===== config.mk =====
export PLATFORM = sky130hd
export DESIGN_NAME = iqc_mul
export DESIGN_NICKNAME = d
export VERILOG_FILES = /design/src/hdl/iqc_pkg.sv /design/src/hdl/iqc_mul.sv
export SDC_FILE = /design/constraint.sdc
export NUM_CORES = 2
export LEC_CHECK = 0
export BUFFER_PORTS_ARGS = -buffer_cell sky130_fd_sc_hd__clkbuf_2
export CORE_MARGIN = 5
export CORE_UTILIZATION = 67
export CTS_BUF_LIST = sky130_fd_sc_hd__clkbuf_16
export DETAILED_ROUTE_END_ITERATION = 6
export PLACE_DENSITY = 0.85
export SYNTH_ARGS = -nofsm -noshare
export SYNTH_HDL_FRONTEND = slang
export SYNTH_SLANG_ARGS = --single-unit
export TNS_END_PERCENT = 1

===== constraint.sdc =====
create_clock -name clock -period 10.4 [get_ports clock]
set_input_delay 1.04 -clock clock [delete_from_list [all_inputs] [get_ports clock]]
set_output_delay 1.04 -clock clock [all_outputs]
set_load 0.005 [all_outputs]

===== src/hdl/iqc_pkg.sv =====
// iqc_pkg: types, constants and saturation helpers for the iq imbalance corrector
// used by iqc_mul, iqc_dsu and iq_imbalance_corrector; no dependencies
`timescale 1ns / 1ps
`default_nettype none

package iqc_pkg;

   localparam int BLOCK_MAX = 65536;
   localparam int CNT_W     = $clog2(BLOCK_MAX + 1);
   localparam int MUL_W     = 34;
   localparam int PROD_W    = 2 * MUL_W;
   localparam int DSU_W     = 64;
   localparam int STEP_W    = $clog2(DSU_W);
   localparam int CSR_IDX_W = 1;

   localparam logic [CSR_IDX_W-1:0] CSR_DC_ALPHA    = 1'b0;
   localparam logic [CSR_IDX_W-1:0] CSR_POWER_ALPHA = 1'b1;

   localparam logic [31:0] ALPHA_RESET = 32'd42950;
   localparam logic signed [31:0] ONE_Q30 = 32'sh4000_0000;
   localparam logic signed [31:0] INT32_MAX = 32'sh7fff_ffff;
   localparam logic [DSU_W-1:0] ONE_Q60 = 64'h1000_0000_0000_0000;

   typedef struct packed {
      logic signed [15:0] sample_i;
      logic signed [15:0] sample_q;
      logic               last;
   } req_payload_type;

   typedef struct packed {
      logic signed [15:0] out_i;
      logic signed [15:0] out_q;
   } rsp_payload_type;

   typedef struct packed {
      logic start;
      logic sqrt_op;
   } dsu_ctl_type;

   typedef struct packed {
      logic             done;
      logic [DSU_W-1:0] value;
   } dsu_res_type;

   function automatic logic signed [15:0] sat16(input logic signed [37:0] v);
      logic signed [15:0] r;
      if (v > 38'sd32767) r = 16'sh7fff;
      else if (v < -38'sd32768) r = 16'sh8000;
      else r = v[15:0];
      return r;
   endfunction

   function automatic logic signed [31:0] sat32(input logic signed [39:0] v);
      logic signed [31:0] r;
      if (v > 40'sd2147483647) r = 32'sh7fff_ffff;
      else if (v < -40'sd2147483648) r = 32'sh8000_0000;
      else r = v[31:0];
      return r;
   endfunction

endpackage

`default_nettype wire


===== src/hdl/iqc_mul.sv =====
// iqc_mul: shared signed multiplier with registered product
// depends on iqc_pkg for operand widths
`timescale 1ns / 1ps
`default_nettype none

module iqc_mul
   import iqc_pkg::*;
(
   input  wire logic                     clock,
   input  wire logic signed [MUL_W-1:0]  mul_a,
   input  wire logic signed [MUL_W-1:0]  mul_b,
   output logic signed [PROD_W-1:0]      prod_ff
);

   always_ff @(posedge clock) begin
      prod_ff <= mul_a * mul_b;
   end

endmodule

`default_nettype wire


After elaboration in Yosys (flattened, before gate mapping)

Cells that the tools add are included.

Logic and storage cells: 2
Flip-flop bits (word level): 68
Bits of input ports: 69

Multiply operators: 1

Operators with widths:

| kind                         | count |
|---|---|
| multiplier 34 x 34 -> 68 bit | 1 |

Logic depth before layout (Yosys ltp)

Depth in word-level cells: 1
Mapped depth: 31

Worst setup path before layout

OpenSTA, ideal clock, no wires.

Path type: input to register
Start point: in mul_a[33]
End point: reg prod_ff[65]
Buffers on the path: 2
Library setup time: 0.072 ns
Slack: 1.870 ns
Stages: 24
Arrival: 8.458 ns
Cell sequence: clkbuf_1 -> nand2_1 -> inv_1 -> fa_1 -> fa_1 -> fa_1 -> fa_1 -> inv_1 -> fa_1 -> fa_1 -> fa_1 -> fa_1 -> inv_1 -> ha_1 -> clkdlybuf4s50_2 -> nand3_1 -> or2_2 -> nor2_1 -> a221oi_1 -> o21ai_0 -> a31oi_2 -> nor2_2 -> o41ai_2 -> xnor2_1

Word-level cells in the longest chain between the ends: 1

Ends and longest elaborated chain:

| what                         | line          | RTL |
|---|---|---|
| start: declaration           | iqc_mul.sv:10 | `input wire logic signed [MUL_W-1:0] mul_a,` |
| multiplier 34 x 34 -> 68 bit | iqc_mul.sv:16 | `prod_ff <= mul_a * mul_b;` |
| end signal: assignment       | iqc_mul.sv:16 |  |
| end: declaration             | iqc_mul.sv:12 | `output logic signed [PROD_W-1:0] prod_ff` |

Every way passes these cells.

Worst setup path after layout

Start point: in mul_b[10]
End point: reg prod_ff[65]

Word-level cells in the longest chain between the ends: 1

Ends and longest elaborated chain:

| what                         | line          | RTL |
|---|---|---|
| start: declaration           | iqc_mul.sv:11 | `input wire logic signed [MUL_W-1:0] mul_b,` |
| multiplier 34 x 34 -> 68 bit | iqc_mul.sv:16 |  |

Every way passes these cells.

==> results_tabular.tex <==
\begin{tabular}{lr}
\hline
Metric & Value \\
\hline
\multicolumn{2}{l}{\textbf{Worst hold path}} \\
Critical hold path startpoint & mul\_b[0] \\
Worst hold endpoint & prod\_ff[0]\$\_DFF\_P\_ \\
Kind of path behind the tightest hold check & primary input to register \\
Hold path cells & 2 \\
\multicolumn{2}{l}{\textbf{Floorplan}} \\
Die height & 263 microns \\
Width of the die & 263 microns \\
Initial Utilization & 67.2\% \\
Count of pins on the block boundary & 137 \\
Die area & 0.0694 sq mm \\
Placeable Area & 0.0640 sq mm \\
Count of standard-cell rows & 93 \\
\multicolumn{2}{l}{\textbf{Clock network}} \\
Number of CTS-inserted buffers & 9 \\
Buffer levels on the longest clock path & 2 \\
Clock slew at the register clock pins of the worst setup and hold paths & 0.08 ns \\
Number of gates resized after cts & 0 \\
Number of sinks handled by clock tree synthesis & 68 \\
H-tree depth reported by CTS & 3 \\
Library cell used as clock root buffer & sky130\_fd\_sc\_hd\_\_clkbuf\_16 \\
Count of hold-fix buffers inserted at cts & 0 \\
TritonCTS clock tree & built \\
Total setup buffers inserted after CTS & 0 \\
\multicolumn{2}{l}{\textbf{Global route}} \\
Total GRT Usage & 34.6\% \\
Global-route congestion overflow total & 0 \\
Maximum number of pins on one net before global-route repair & 35 \\
Number of global-route vias before repair & 35300 \\
Busiest layer in global routing & met2 \\
Number of antenna violations at the first check in global routing & 6 \\
M1 GR Usage & 43.9\% \\
Met2 usage in global routing & 55.7\% \\
Met3 capacity usage during global routing & 10.0\% \\
First-pass GRT wire length & 188 mm \\
\multicolumn{2}{l}{\textbf{Detailed routing}} \\
First drt pass iteration count & 7 \\
Number of vias after detailed routing & 30900 \\
Via-to-Cell Ratio & 5.76 \\
DRC Markers & 0 \\
Routed Wire Length & 114 mm \\
Post-detailed-route count of antenna-violating nets & 0 \\
Average routed wire per standard cell & 21.3 microns \\
Count of routing violations after the opening detailed-route iteration & 2463 \\
\multicolumn{2}{l}{\textbf{Yosys}} \\
Seq cells post-synth & 68 \\
Instance count of the mapped netlist & 4554 \\
EDFF count, synth & 0 \\
Synth Warn \# & 0 \\
Unique masters post-synth & 69 \\
Synth Net Count & 6068 \\
Proportion of synthesized flip-flops having asynchronous set or reset & 0\% \\
Synthesized area divided by synthesized cell count & 9.45 sq um \\
Most used DFF post-synth & sky130\_fd\_sc\_hd\_\_dfxtp\_1 \\
Sequential element share of the synthesized area & 3.16\% \\
Syn Std Cell Area & 0.0430 sq mm \\
\multicolumn{2}{l}{\textbf{Timing}} \\
Setup violations, final & 0 \\
Max-slew violations & 0 \\
Highest achievable clock rate & 110 MHz \\
Fin crit period & 9.10 ns \\
RSZ-0062 raised after global routing & false \\
Worst-Margin Slew & 1.20 ns \\
Setup total negative slack & 0 ns \\
Worst hold slack across all endpoints & 1.45 ns \\
Final count of hold timing violations & 0 \\
Worst-case headroom to the max-slew limit & 20.3\% \\
Post-route fraction of the period consumed by the critical path & 87.5\% \\
\multicolumn{2}{l}{\textbf{Critical path}} \\
Worst endpoint required time & 10.73 ns \\
CP Launch Type & primary input \\
Crit path capture type & register \\
Data arrival time of the critical path & 9.44 ns \\
Kind of critical path & primary input to register \\
Largest fanout on the critical path & 22 \\
\multicolumn{2}{l}{\textbf{Cells and area}} \\
Largest registers & prod\_ff (68) \\
Count of filler cells inserted in the layout & 4620 \\
Layout cell share with drive strength beyond 1 & 4.89\% \\
Number of nets in the layout & 6024 \\
Area overhead of the layout relative to synthesis & 3.39\% \\
Flip-flop and latch area & 0.00136 sq mm \\
Register containing the most flip-flops in the final layout & prod\_ff \\
Area taken by multi-input logic gates & 0.0361 sq mm \\
Flip-flop count of the largest register, all copies and words added & 68 \\
\multicolumn{2}{l}{\textbf{Outcome}} \\
Run status & finished clean \\
\multicolumn{2}{l}{\textbf{Place}} \\
GP Congestion & 0.921 \\
Post-DP HPWL & 90.4 mm \\
Count of buffers from port buffering & 136 \\
\multicolumn{2}{l}{\textbf{Job}} \\
Count of maximum capacitance violations & 0 \\
\hline
\end{tabular}
## kinds of logic (layout without fill, tap and decap cells)
group                    after synthesis  count (layout)  synth area share [%]
buffers and inverters               1460            1421                  12.8
flip-flops                            68              68                  3.16
AND/OR/NAND/NOR                     1296            1296                  15.4
other                                  0               4                     0
adder cells (fa/ha/maj)             1445            1445                  63.7
AO/OA/AOI/OAI                        206             206                  3.35
XOR/XNOR                              79              79                  1.61
## critical path: stages
cell,delay (ns)
sky130_fd_sc_hd__clkbuf_2,0.61
sky130_fd_sc_hd__buf_4,0.34
sky130_fd_sc_hd__nand2_1,0.10
sky130_fd_sc_hd__fa_1,0.58
sky130_fd_sc_hd__inv_1,0.05
sky130_fd_sc_hd__fa_1,0.44
sky130_fd_sc_hd__fa_1,0.54
sky130_fd_sc_hd__inv_1,0.06
sky130_fd_sc_hd__fa_1,0.47
sky130_fd_sc_hd__inv_1,0.05
sky130_fd_sc_hd__fa_1,0.49
sky130_fd_sc_hd__inv_1,0.05
sky130_fd_sc_hd__fa_1,0.54
sky130_fd_sc_hd__inv_1,0.06
sky130_fd_sc_hd__fa_1,0.51
sky130_fd_sc_hd__fa_1,0.43
sky130_fd_sc_hd__ha_1,0.36
sky130_fd_sc_hd__nand4_1,0.25
sky130_fd_sc_hd__o221ai_1,0.23
sky130_fd_sc_hd__o21ai_2,0.24
sky130_fd_sc_hd__o21ai_1,0.17
sky130_fd_sc_hd__a211oi_2,0.72
sky130_fd_sc_hd__o21ai_4,0.25
sky130_fd_sc_hd__a31oi_2,0.32
sky130_fd_sc_hd__nor2_2,0.10
sky130_fd_sc_hd__o41ai_2,0.24
sky130_fd_sc_hd__xnor2_1,0.15
## layout make-up
cell class / count / area share, %
flip-flops and latches: 68 / 3.06
clock buffers: 9 / 0.506
diodes: 4 / 0.0225
inverters: 1232 / 10.4
well taps: 855 / 2.40
repair buffers: 173 / 2.18
multi-input cells: 3026 / 81.2
clock inverters: 7 / 0.186
## how the worst max path moves through the flow
| stage | start | to | cells after the start |
|---|---|---|---|
| final | mul_b[10] | prod_ff[65]$_DFF_P_ | 27 |
| after global routing | mul_b[9] | prod_ff[66]$_DFF_P_ | 23 |
| after CTS | mul_b[9] | prod_ff[66]$_DFF_P_ | 23 |
| after detailed placement | mul_b[9] | prod_ff[66]$_DFF_P_ | 23 |
| after global placement | mul_b[1] | prod_ff[66]$_DFF_P_ | 21 |
| after floorplan | mul_a[33] | prod_ff[65]$_DFF_P_ | 24 |
## cells in the final DEF, fill, tap and decap left out, types with 23 or more instances in the layout
cell                       Yosys  routed
sky130_fd_sc_hd__ha_1        204     204
sky130_fd_sc_hd__xor2_1       23      23
sky130_fd_sc_hd__a21o_1       37      37
sky130_fd_sc_hd__buf_4         4      36
sky130_fd_sc_hd__fa_1       1241    1241
sky130_fd_sc_hd__xnor2_1      56      56
sky130_fd_sc_hd__o21ai_0      31      31
sky130_fd_sc_hd__and2_1      621     621
sky130_fd_sc_hd__nor2_1       54      54
sky130_fd_sc_hd__dfxtp_1      68      68
sky130_fd_sc_hd__clkbuf_2      2     136
sky130_fd_sc_hd__nand2_1     542     542
sky130_fd_sc_hd__a21oi_1      61      61
sky130_fd_sc_hd__inv_1      1231    1231
## cells in the mapped netlist, drive strengths merged, types with 2 or more instances
cell / count / area [sq um]
nand2b: 20 / 125
o21a: 4 / 30.0
a21o: 37 / 278
nand3: 11 / 55.1
nor2: 56 / 215
nor2b: 9 / 56.3
or3: 2 / 13.8
or2: 4 / 25.0
o21ai: 41 / 224
a311oi: 2 / 23.8
o211ai: 3 / 22.5
dfxtp: 68 / 1360
o41ai: 6 / 75.1
clkbuf: 217 / 821
nor3: 5 / 25.0
nand2: 542 / 2030
a221oi: 4 / 41.3
o21bai: 12 / 90.1
o221ai: 2 / 17.5
inv: 1231 / 4620
a211o: 3 / 27.5
a211oi: 7 / 57.6
a2111o: 2 / 22.5
fa: 1241 / 24800
xnor2: 56 / 490
and3: 8 / 53.8
o31ai: 2 / 42.5
ha: 204 / 2550
buf: 9 / 58.8
and4: 2 / 17.5
a21bo: 2 / 20.0
nand4: 11 / 68.8
xor2: 23 / 201
and2: 623 / 3900
a21oi: 63 / 323
a31oi: 10 / 90.1
## layer usage
metal	vias up	routed length, microns
met5	-	33
met4	6	6650
met2	1913	54400
met1	15800	39200
li1	12700	-
met3	512	13900
## per-stage QoR
stage,instance area [sq um],worst slack [ns],utilization [%],instances
3_3_place_gp,44200,1.23,69.0,5354
5_1_grt,44500,1.06,69.5,5371
2_1_floorplan,43000,1.87,-,4554
4_1_cts,44500,1.44,69.5,5370
3_5_place_dp,44200,1.08,69.0,5354
6_report,44500,1.30,69.5,5374
Power is left out: the tool's default activity adds up to more than one toggle a clock period on the data nets, which glitch-free logic cannot reach.
