## src/hdl/iqc_pkg.sv

```systemverilog
// iqc_pkg: types, constants and saturation helpers for the iq imbalance corrector
// used by iqc_mul, iqc_dsu and iq_imbalance_corrector; no dependencies
`timescale 1ns / 1ps
`default_nettype none

package iqc_pkg;

   localparam int BLOCK_MAX = 65536;
   localparam int CNT_W     = $clog2(BLOCK_MAX + 1);
   localparam int MUL_W     = 34;
   localparam int PROD_W    = 2 * MUL_W;
   localparam int DSU_W     = 64;
   localparam int STEP_W    = $clog2(DSU_W);
   localparam int CSR_IDX_W = 1;

   localparam logic [CSR_IDX_W-1:0] CSR_DC_ALPHA    = 1'b0;
   localparam logic [CSR_IDX_W-1:0] CSR_POWER_ALPHA = 1'b1;

   localparam logic [31:0] ALPHA_RESET = 32'd42950;
   localparam logic signed [31:0] ONE_Q30 = 32'sh4000_0000;
   localparam logic signed [31:0] INT32_MAX = 32'sh7fff_ffff;
   localparam logic [DSU_W-1:0] ONE_Q60 = 64'h1000_0000_0000_0000;

   typedef struct packed {
      logic signed [15:0] sample_i;
      logic signed [15:0] sample_q;
      logic               last;
   } req_payload_type;

   typedef struct packed {
      logic signed [15:0] out_i;
      logic signed [15:0] out_q;
   } rsp_payload_type;

   typedef struct packed {
      logic start;
      logic sqrt_op;
   } dsu_ctl_type;

   typedef struct packed {
      logic             done;
      logic [DSU_W-1:0] value;
   } dsu_res_type;

   function automatic logic signed [15:0] sat16(input logic signed [37:0] v);
      logic signed [15:0] r;
      if (v > 38'sd32767) r = 16'sh7fff;
      else if (v < -38'sd32768) r = 16'sh8000;
      else r = v[15:0];
      return r;
   endfunction

   function automatic logic signed [31:0] sat32(input logic signed [39:0] v);
      logic signed [31:0] r;
      if (v > 40'sd2147483647) r = 32'sh7fff_ffff;
      else if (v < -40'sd2147483648) r = 32'sh8000_0000;
      else r = v[31:0];
      return r;
   endfunction

endpackage

`default_nettype wire

```

## src/hdl/iqc_dsu.sv

```systemverilog
// iqc_dsu: bit-serial unsigned divider and integer square root, one step a cycle
// depends on iqc_pkg for the control and result structs
`timescale 1ns / 1ps
`default_nettype none

module iqc_dsu
   import iqc_pkg::*;
(
   input  wire logic             clock,
   input  wire logic             reset,
   input  wire dsu_ctl_type      ctl,
   input  wire logic [DSU_W-1:0] opa,
   input  wire logic [DSU_W-1:0] opb,
   output dsu_res_type           res
);

   logic              busy_ff;
   logic              done_ff;
   logic              sqrt_ff;
   logic [STEP_W-1:0] step_ff;
   logic [DSU_W:0]    rem_ff;
   logic [DSU_W-1:0]  quo_ff;
   logic [DSU_W-1:0]  div_ff;

   logic [DSU_W:0]    rem_sh;
   logic [DSU_W-1:0]  root_try;
   logic              ge;
   logic [DSU_W:0]    rem_in;
   logic [DSU_W-1:0]  quo_in;
   logic [DSU_W-1:0]  div_in;

   always_comb begin
      rem_sh   = {rem_ff[DSU_W-1:0], quo_ff[DSU_W-1]};
      root_try = quo_ff + div_ff;
      if (sqrt_ff) begin
         // quo holds the partial root, div holds the current bit pair
         ge     = rem_ff[DSU_W-1:0] >= root_try;
         rem_in = ge ? {1'b0, rem_ff[DSU_W-1:0] - root_try} : rem_ff;
         quo_in = ge ? (quo_ff >> 1) + div_ff : quo_ff >> 1;
         div_in = div_ff >> 2;
      end else begin
         ge     = rem_sh >= {1'b0, div_ff};
         rem_in = ge ? rem_sh - {1'b0, div_ff} : rem_sh;
         quo_in = {quo_ff[DSU_W-2:0], ge};
         div_in = div_ff;
      end
   end

   always_ff @(posedge clock) begin
      if (reset) begin
         busy_ff <= 1'b0;
         done_ff <= 1'b0;
      end else begin
         done_ff <= 1'b0;
         if (ctl.start) begin
            busy_ff <= 1'b1;
            sqrt_ff <= ctl.sqrt_op;
            if (ctl.sqrt_op) begin
               step_ff <= STEP_W'(DSU_W / 2 - 1);
               rem_ff  <= {1'b0, opa};
               quo_ff  <= '0;
               div_ff  <= DSU_W'(1) << (DSU_W - 2);
            end else begin
               step_ff <= STEP_W'(DSU_W - 1);
               rem_ff  <= '0;
               quo_ff  <= opa;
               div_ff  <= opb;
            end
         end else if (busy_ff) begin
            rem_ff <= rem_in;
            quo_ff <= quo_in;
            div_ff <= div_in;
            if (step_ff == '0) begin
               busy_ff <= 1'b0;
               done_ff <= 1'b1;
            end else begin
               step_ff <= step_ff - STEP_W'(1);
            end
         end
      end
   end

   assign res.done  = done_ff;
   assign res.value = quo_ff;

endmodule

`default_nettype wire

```

## config.mk

```make
export PLATFORM = sky130hd
export DESIGN_NAME = iqc_dsu
export DESIGN_NICKNAME = d
export VERILOG_FILES = /design/src/hdl/iqc_pkg.sv /design/src/hdl/iqc_dsu.sv
export SDC_FILE = /design/constraint.sdc
export NUM_CORES = 1
export LEC_CHECK = 0
export BUFFER_PORTS_ARGS = -buffer_cell sky130_fd_sc_hd__clkbuf_2
export CELL_PAD_IN_SITES_DETAIL_PLACEMENT = 0
export CELL_PAD_IN_SITES_GLOBAL_PLACEMENT = 1
export CORE_UTILIZATION = 47
export DETAILED_ROUTE_END_ITERATION = 10
export GPL_ROUTABILITY_DRIVEN = 0
export MAX_ROUTING_LAYER = met4
export PLACE_DENSITY = 0.81
export SLEW_MARGIN = 20
export SYNTH_ARGS = -nofsm -noshare
export SYNTH_HDL_FRONTEND = slang
export SYNTH_SLANG_ARGS = --single-unit
export TNS_END_PERCENT = 30
```

## constraint.sdc

```tcl
create_clock -name clock -period 9.6 [get_ports clock]
set_input_delay 0.96 -clock clock [delete_from_list [all_inputs] [get_ports clock]]
set_output_delay 0.96 -clock clock [all_outputs]
set_load 0.01 [all_outputs]
```

-- Yosys cells after proc, flatten, opt, wreduce, memory -nomap -nowiden
Index checks and enable logic that the tools add are counted.
- bits in registers: 201
- input bits: 132
- output and inout port bits: 65
- logic and storage cells: 50
- add/subtract/negate cells: 5
- $lt $le $gt $ge: 2
- equal/unequal tests: 2
- mux-type cells: 23
- bitwise logic cells: 2
- reductions and logical operators: 9
- operators with widths (cell ; count):
    $mux 64 ; 15
    $sub 64x64->64 ; 2
    $ge 65x64->1 ; 1
    $add 63x64->64 ; 1
    $add 64x64->64 ; 1
    $ge 64x64->1 ; 1
    $mux 6 ; 4
    $reduce_and 3->1 ; 3
    $logic_not 6->1 ; 1
    $sub 6x1->6 const B ; 1
    $mux 1 ; 4
    $reduce_and 2->1 ; 2
    $reduce_bool 2->1 ; 2
    $ne 3x2->1 const B ; 1
    $reduce_or 3->1 ; 1
    $ne 2x2->1 const B ; 1
    $not 1->1 ; 2

-- Depth between registers and ports, before layout
- depth after elaboration: 6
- gate-level depth with buffers: 26
- depth with buffers taken out: 26

-- Worst setup path before layout
No wires, ideal clock.
- path kind: flip-flop to flip-flop
- from: register quo_ff[0]
- to: register rem_ff[0] (enable)
- library setup time: 0.486 ns
- arrival time: 7.655 ns
- required time: 9.114 ns
- setup slack: 1.459 ns
- stages on the path, launching flop included: 24
- path buffers: 2
- period minus slack after synthesis: 8.141 ns
- path through: edfxtp_1 -> ha_1 -> fa_1 -> a211oi_2 -> o211ai_2 -> a32oi_2 -> a21oi_2 -> o21ai_1 -> o21a_1 -> o21ai_2 -> a311o_1 -> a21o_1 -> a221o_1 -> xnor2_1 -> ha_1 -> nand2_1 -> or3_1 -> a2111oi_0 -> o21ai_1 -> a31oi_1 -> buf_2 -> nor2_1 -> buf_2 -> nor2_1
- cells in the longest elaborated chain, start to end: 4
- RTL lines (element ; line ; source):
    from (decl) ; iqc_dsu.sv:22 ; logic [DSU_W-1:0] quo_ff;
    from (signal assigned) ; iqc_dsu.sv:66 ; quo_ff <= opa;
    from (signal assigned) ; iqc_dsu.sv:71 ; quo_ff <= quo_in;
    $add 64x64->64 ; iqc_dsu.sv:34 ; root_try = quo_ff + div_ff;
    $ge 64x64->1 ; iqc_dsu.sv:37 ; ge = rem_ff[DSU_W-1:0] >= root_try;
    $ne 3x2->1 (no source line) ; n/a ;
    $reduce_and 3->1 (no source line) ; n/a ;
    to (signal assigned) ; iqc_dsu.sv:60 ; rem_ff <= {1'b0, opa};
    to (signal assigned) ; iqc_dsu.sv:70 ; rem_ff <= rem_in;
    to (decl) ; iqc_dsu.sv:21 ; logic [DSU_W:0] rem_ff;
Every way passes these cells.
A chain may end at the register's enable or synchronous reset.

-- Worst setup path after layout
- from: register quo_ff[1]
- to: register quo_ff[19] (data pin)
- cells in the longest elaborated chain, start to end: 6
- elaborated cells between the ends (all ways): 7
- classes of those cells: 2 x add/sub; 1 x order compare; 4 x mux
- RTL lines (element ; line ; source):
    $add 64x64->64 ; iqc_dsu.sv:34 ;
    $ge 64x64->1 ; iqc_dsu.sv:37 ;
    $mux 64 * ; iqc_dsu.sv:39 ; quo_in = ge ? (quo_ff >> 1) + div_ff : quo_ff >> 1;
    $mux 64 * ; iqc_dsu.sv:35 ; if (sqrt_ff) begin
    $mux 64 * ; iqc_dsu.sv:69 ; end else if (busy_ff) begin
    $mux 64 * ; iqc_dsu.sv:55 ; if (ctl.start) begin
Every way passes the cells marked *; elsewhere a longest branch is shown, timed or not. The select of a mux whose other input is x is not followed.

==> results.tsv <==
stage	metric	value	unit
timing	post-route-period-util	80.1	%
status	status	finished clean	
critical_path	cp_max_fo	29	
placement	placed_cell_area	26100	um2
synth	yosys.area.top_type_share	24.2	%
synth	yosysMostFrequentCell	a21oi_1	
routing	drtIter0Drc	2733	
clock_tree	max-clock-path-buffers	3	
synth	synth.mux.area_fraction	2.31	%
timing	fmax	130	MHz
routing	drc	0	
synth	synth_top_family_by_area	compound AO/OA/AOI/OAI gates	
cells_and_area	areaGrowthSynthToFinish	9.19	%
clock_tree	cts_sinks	201	
critical_path	endpoint_kind	flop	
placement	place_hpwl	70.0	mm
synth	mappedNetlistArea	24700	um2
synth	synth-simple-area-share	14.9	%
pwr	leakage	0.0114	uW
clock_tree	cts_buffers	28	
routing	routed_via_density	6.44	
critical_path	path_cells	ha_1 -> a211oi_1 -> o21ai_0 -> a21oi_1 -> o211ai_1 -> a32oi_1 -> o211ai_1 -> o21ai_1 -> o211ai_1 -> a41oi_1 -> nor2b_1 -> o31ai_1 -> xnor2_1 -> ha_1 -> nand2_1 -> or3_1 -> a2111oi_0 -> o21ai_1 -> a31oi_4 -> buf_4 -> buf_4 -> mux2i_1 -> a21oi_1 -> a22o_1	
cells_and_area	multiInputGateArea	17500	um2
timing	report.final.hold_viol_count	0	
synth	synthAdderAreaFrac	13.2	%
synth	ys_warn_count	0	
timing	drv_slew	0	
global_routing	grt_first_pass_wirelength	138	mm
routing	first_pass_iters	6	
routing	vias	25000	
synth	synth_edf_count	199	
placement	dp.cells	3828	
cells_and_area	final_layout_size_suffix_gt1_share	9.47	%
die	row_count	83	
pwr	vdd_drop_max	131	uV
routing	routed_wl	90.1	mm
synth	synthArstFlopShare	0	%
timing	setup_viol	0	
timing	skew	0.0354	ns
synth	yosys.area.top_type	edfxtp_1	
timing	rsz0062_at_grt	false	
critical_path	startpoint_type	flop	
pwr	power_density	233	nW/um2
cells_and_area	fillers	4919	
die	io_pins	197	
routing	ant_nets	0	
clock_tree	cts_hold_buf	0	
timing	max-slew-margin-rel	29.0	%
synth	syn_nets	3495	
synth	ys_seq_area_share	24.4	%
flow_run	max_cap_violations	0	
timing	fin_crit	7.69	ns
cells_and_area	final_core_util	52.2	%
timing	setup_tns	0	ns
synth	synth_common_cells	349 x a21oi_1, 335 x nand2_1, 255 x ha_1, 199 x edfxtp_1, 186 x nor2_1	
cells_and_area	nNetsFinal	3569	
cells_and_area	seq_area	6020	um2
synth	netlist_top_cells_area	edfxtp_1 24%, ha_1 13%, a21oi_1 7.1%	
clock_tree	clk_pin_slew	0.06	ns
die	fp.dieH	231	um
global_routing	grt_usage	33.8	%
synth	ys.flop_type	edfxtp_1	
synth	ys_ff_latch	201	
pwr	p_total	6270	uW
clock_tree	post_cts_resized	0	
critical_path	path_buf_inv	2	
die	dieWidth	231	um
die	core	51600	um2
global_routing	antenna_found_initial	1	
die	initial_core_util	47.8	%
cells_and_area	design_area	27000	um2
synth	synth_area_per_cell	7.96	um2
global_routing	grt_overflow_total	0	
clock_tree	cts_max_level	1	
clock_tree	root_buffer	clkbuf_16	
clock_tree	clock_latency	0.60	ns
critical_path	cp_slowest_cell	buf_4	
synth	synth_xor_xnor_area_share	8.41	%
hold_path	hp-class	reg -> reg	
synth	synth_compound_area_share	31.8	%
critical_path	arrival	8.02	ns
clock_tree	post_cts_buffers	0	
global_routing	grt_pass1_vias	23900	
synth	syn_inst	3104	
critical_path	critical_path.top_delay_family	compound AO/OA/AOI/OAI gates	
clock_tree	cts_tree	yes	
timing	tightest_slew	1.07	ns
global_routing	grt_max_degree	77	
critical_path	cp_common_cell	o211ai_1	
critical_path	worstPathRequired	9.93	ns
routing	wl_per_cell	23.2	um
placement	portBuffers	196	
critical_path	path_class	reg -> reg	
synth	synthDistinctLibCells	91	
critical_path	crit_path_max_incr_delay	0.59	ns
die	dieArea	53500	um2
cells_and_area	stdcell_count	3880	
-- cell usage in the layout, fill, tap and decap left out, types with 31 or more instances in the layout --
cell / count
a21o_1: 139
nor3_1: 32
inv_1: 142
nand3_1: 50
xnor2_1: 142
clkbuf_2: 195
o21ai_1: 139
xor2_1: 95
mux2i_1: 57
o21ai_0: 183
nor2_1: 181
nand4_1: 67
edfxtp_1: 199
ha_1: 255
a31oi_1: 31
nand2_1: 334
a22oi_1: 62
a21oi_1: 349
o21bai_1: 58
-- path summary, 6_finish.rpt --
path	depth (start not counted)	slack [ns]	from	to
min	1	0.51	step_ff[5]	done_ff
min reg2reg	1	0.51	step_ff[5]	done_ff
max reg2reg	24	1.91	quo_ff[1]	quo_ff[19]
max	24	1.91	quo_ff[1]	quo_ff[19]
-- flip-flops by register name, indices dropped and copies added (netlist names) --
name     count
div_ff      64
step_ff      6
rem_ff      64
busy_ff      1
quo_ff      64
sqrt_ff      1
done_ff      1
-- cells by family after synthesis --
family | after synthesis
AND/OR/NAND/NOR | 806
multiplexers | 57
XOR/XNOR | 237
adder cells (fa/ha/maj) | 259
buffers and inverters | 318
AO/OA/AOI/OAI | 1226
flip-flops | 201
-- routing by layer --
metal  share of wire, %  track usage (%)  wire length [um]
met3                8.2             3.86              7360
met5                  0                -                 0
met4                4.5             14.2              4020
met1                 43             45.1             39000
met2                 44             51.8             39700
-- cell type report --
cell class	count	area share (%)
Clock inverter	9	0.274
Tap cell	680	3.16
Clock buffer	42	3.02
Inverter	144	2.00
Multi-Input combinational cell	2585	64.9
Sequential cell	201	22.3
Antenna cell	1	0.00928
Timing Repair Buffer	218	4.33
-- metrics by stage --
stage                     setup WS (ns)  hold slack (ns)
after floorplan                    1.46            0.464
after global placement             2.02            0.495
after detailed placement           2.11            0.504
after CTS                          2.07            0.510
after global routing               1.47            0.530
final                              1.91            0.507
-- power breakdown --
| part | switching (uW) | leakage, uW | internal [uW] | total (uW) |
|---|---|---|---|---|
| registers | 148 | 0.00193 | 1140 | 1290 |
| clock network | 446 | 0.000436 | 608 | 1050 |
| logic | 2410 | 0.00905 | 1520 | 3930 |
No activity file was read; power rests on OpenSTA's default activity.
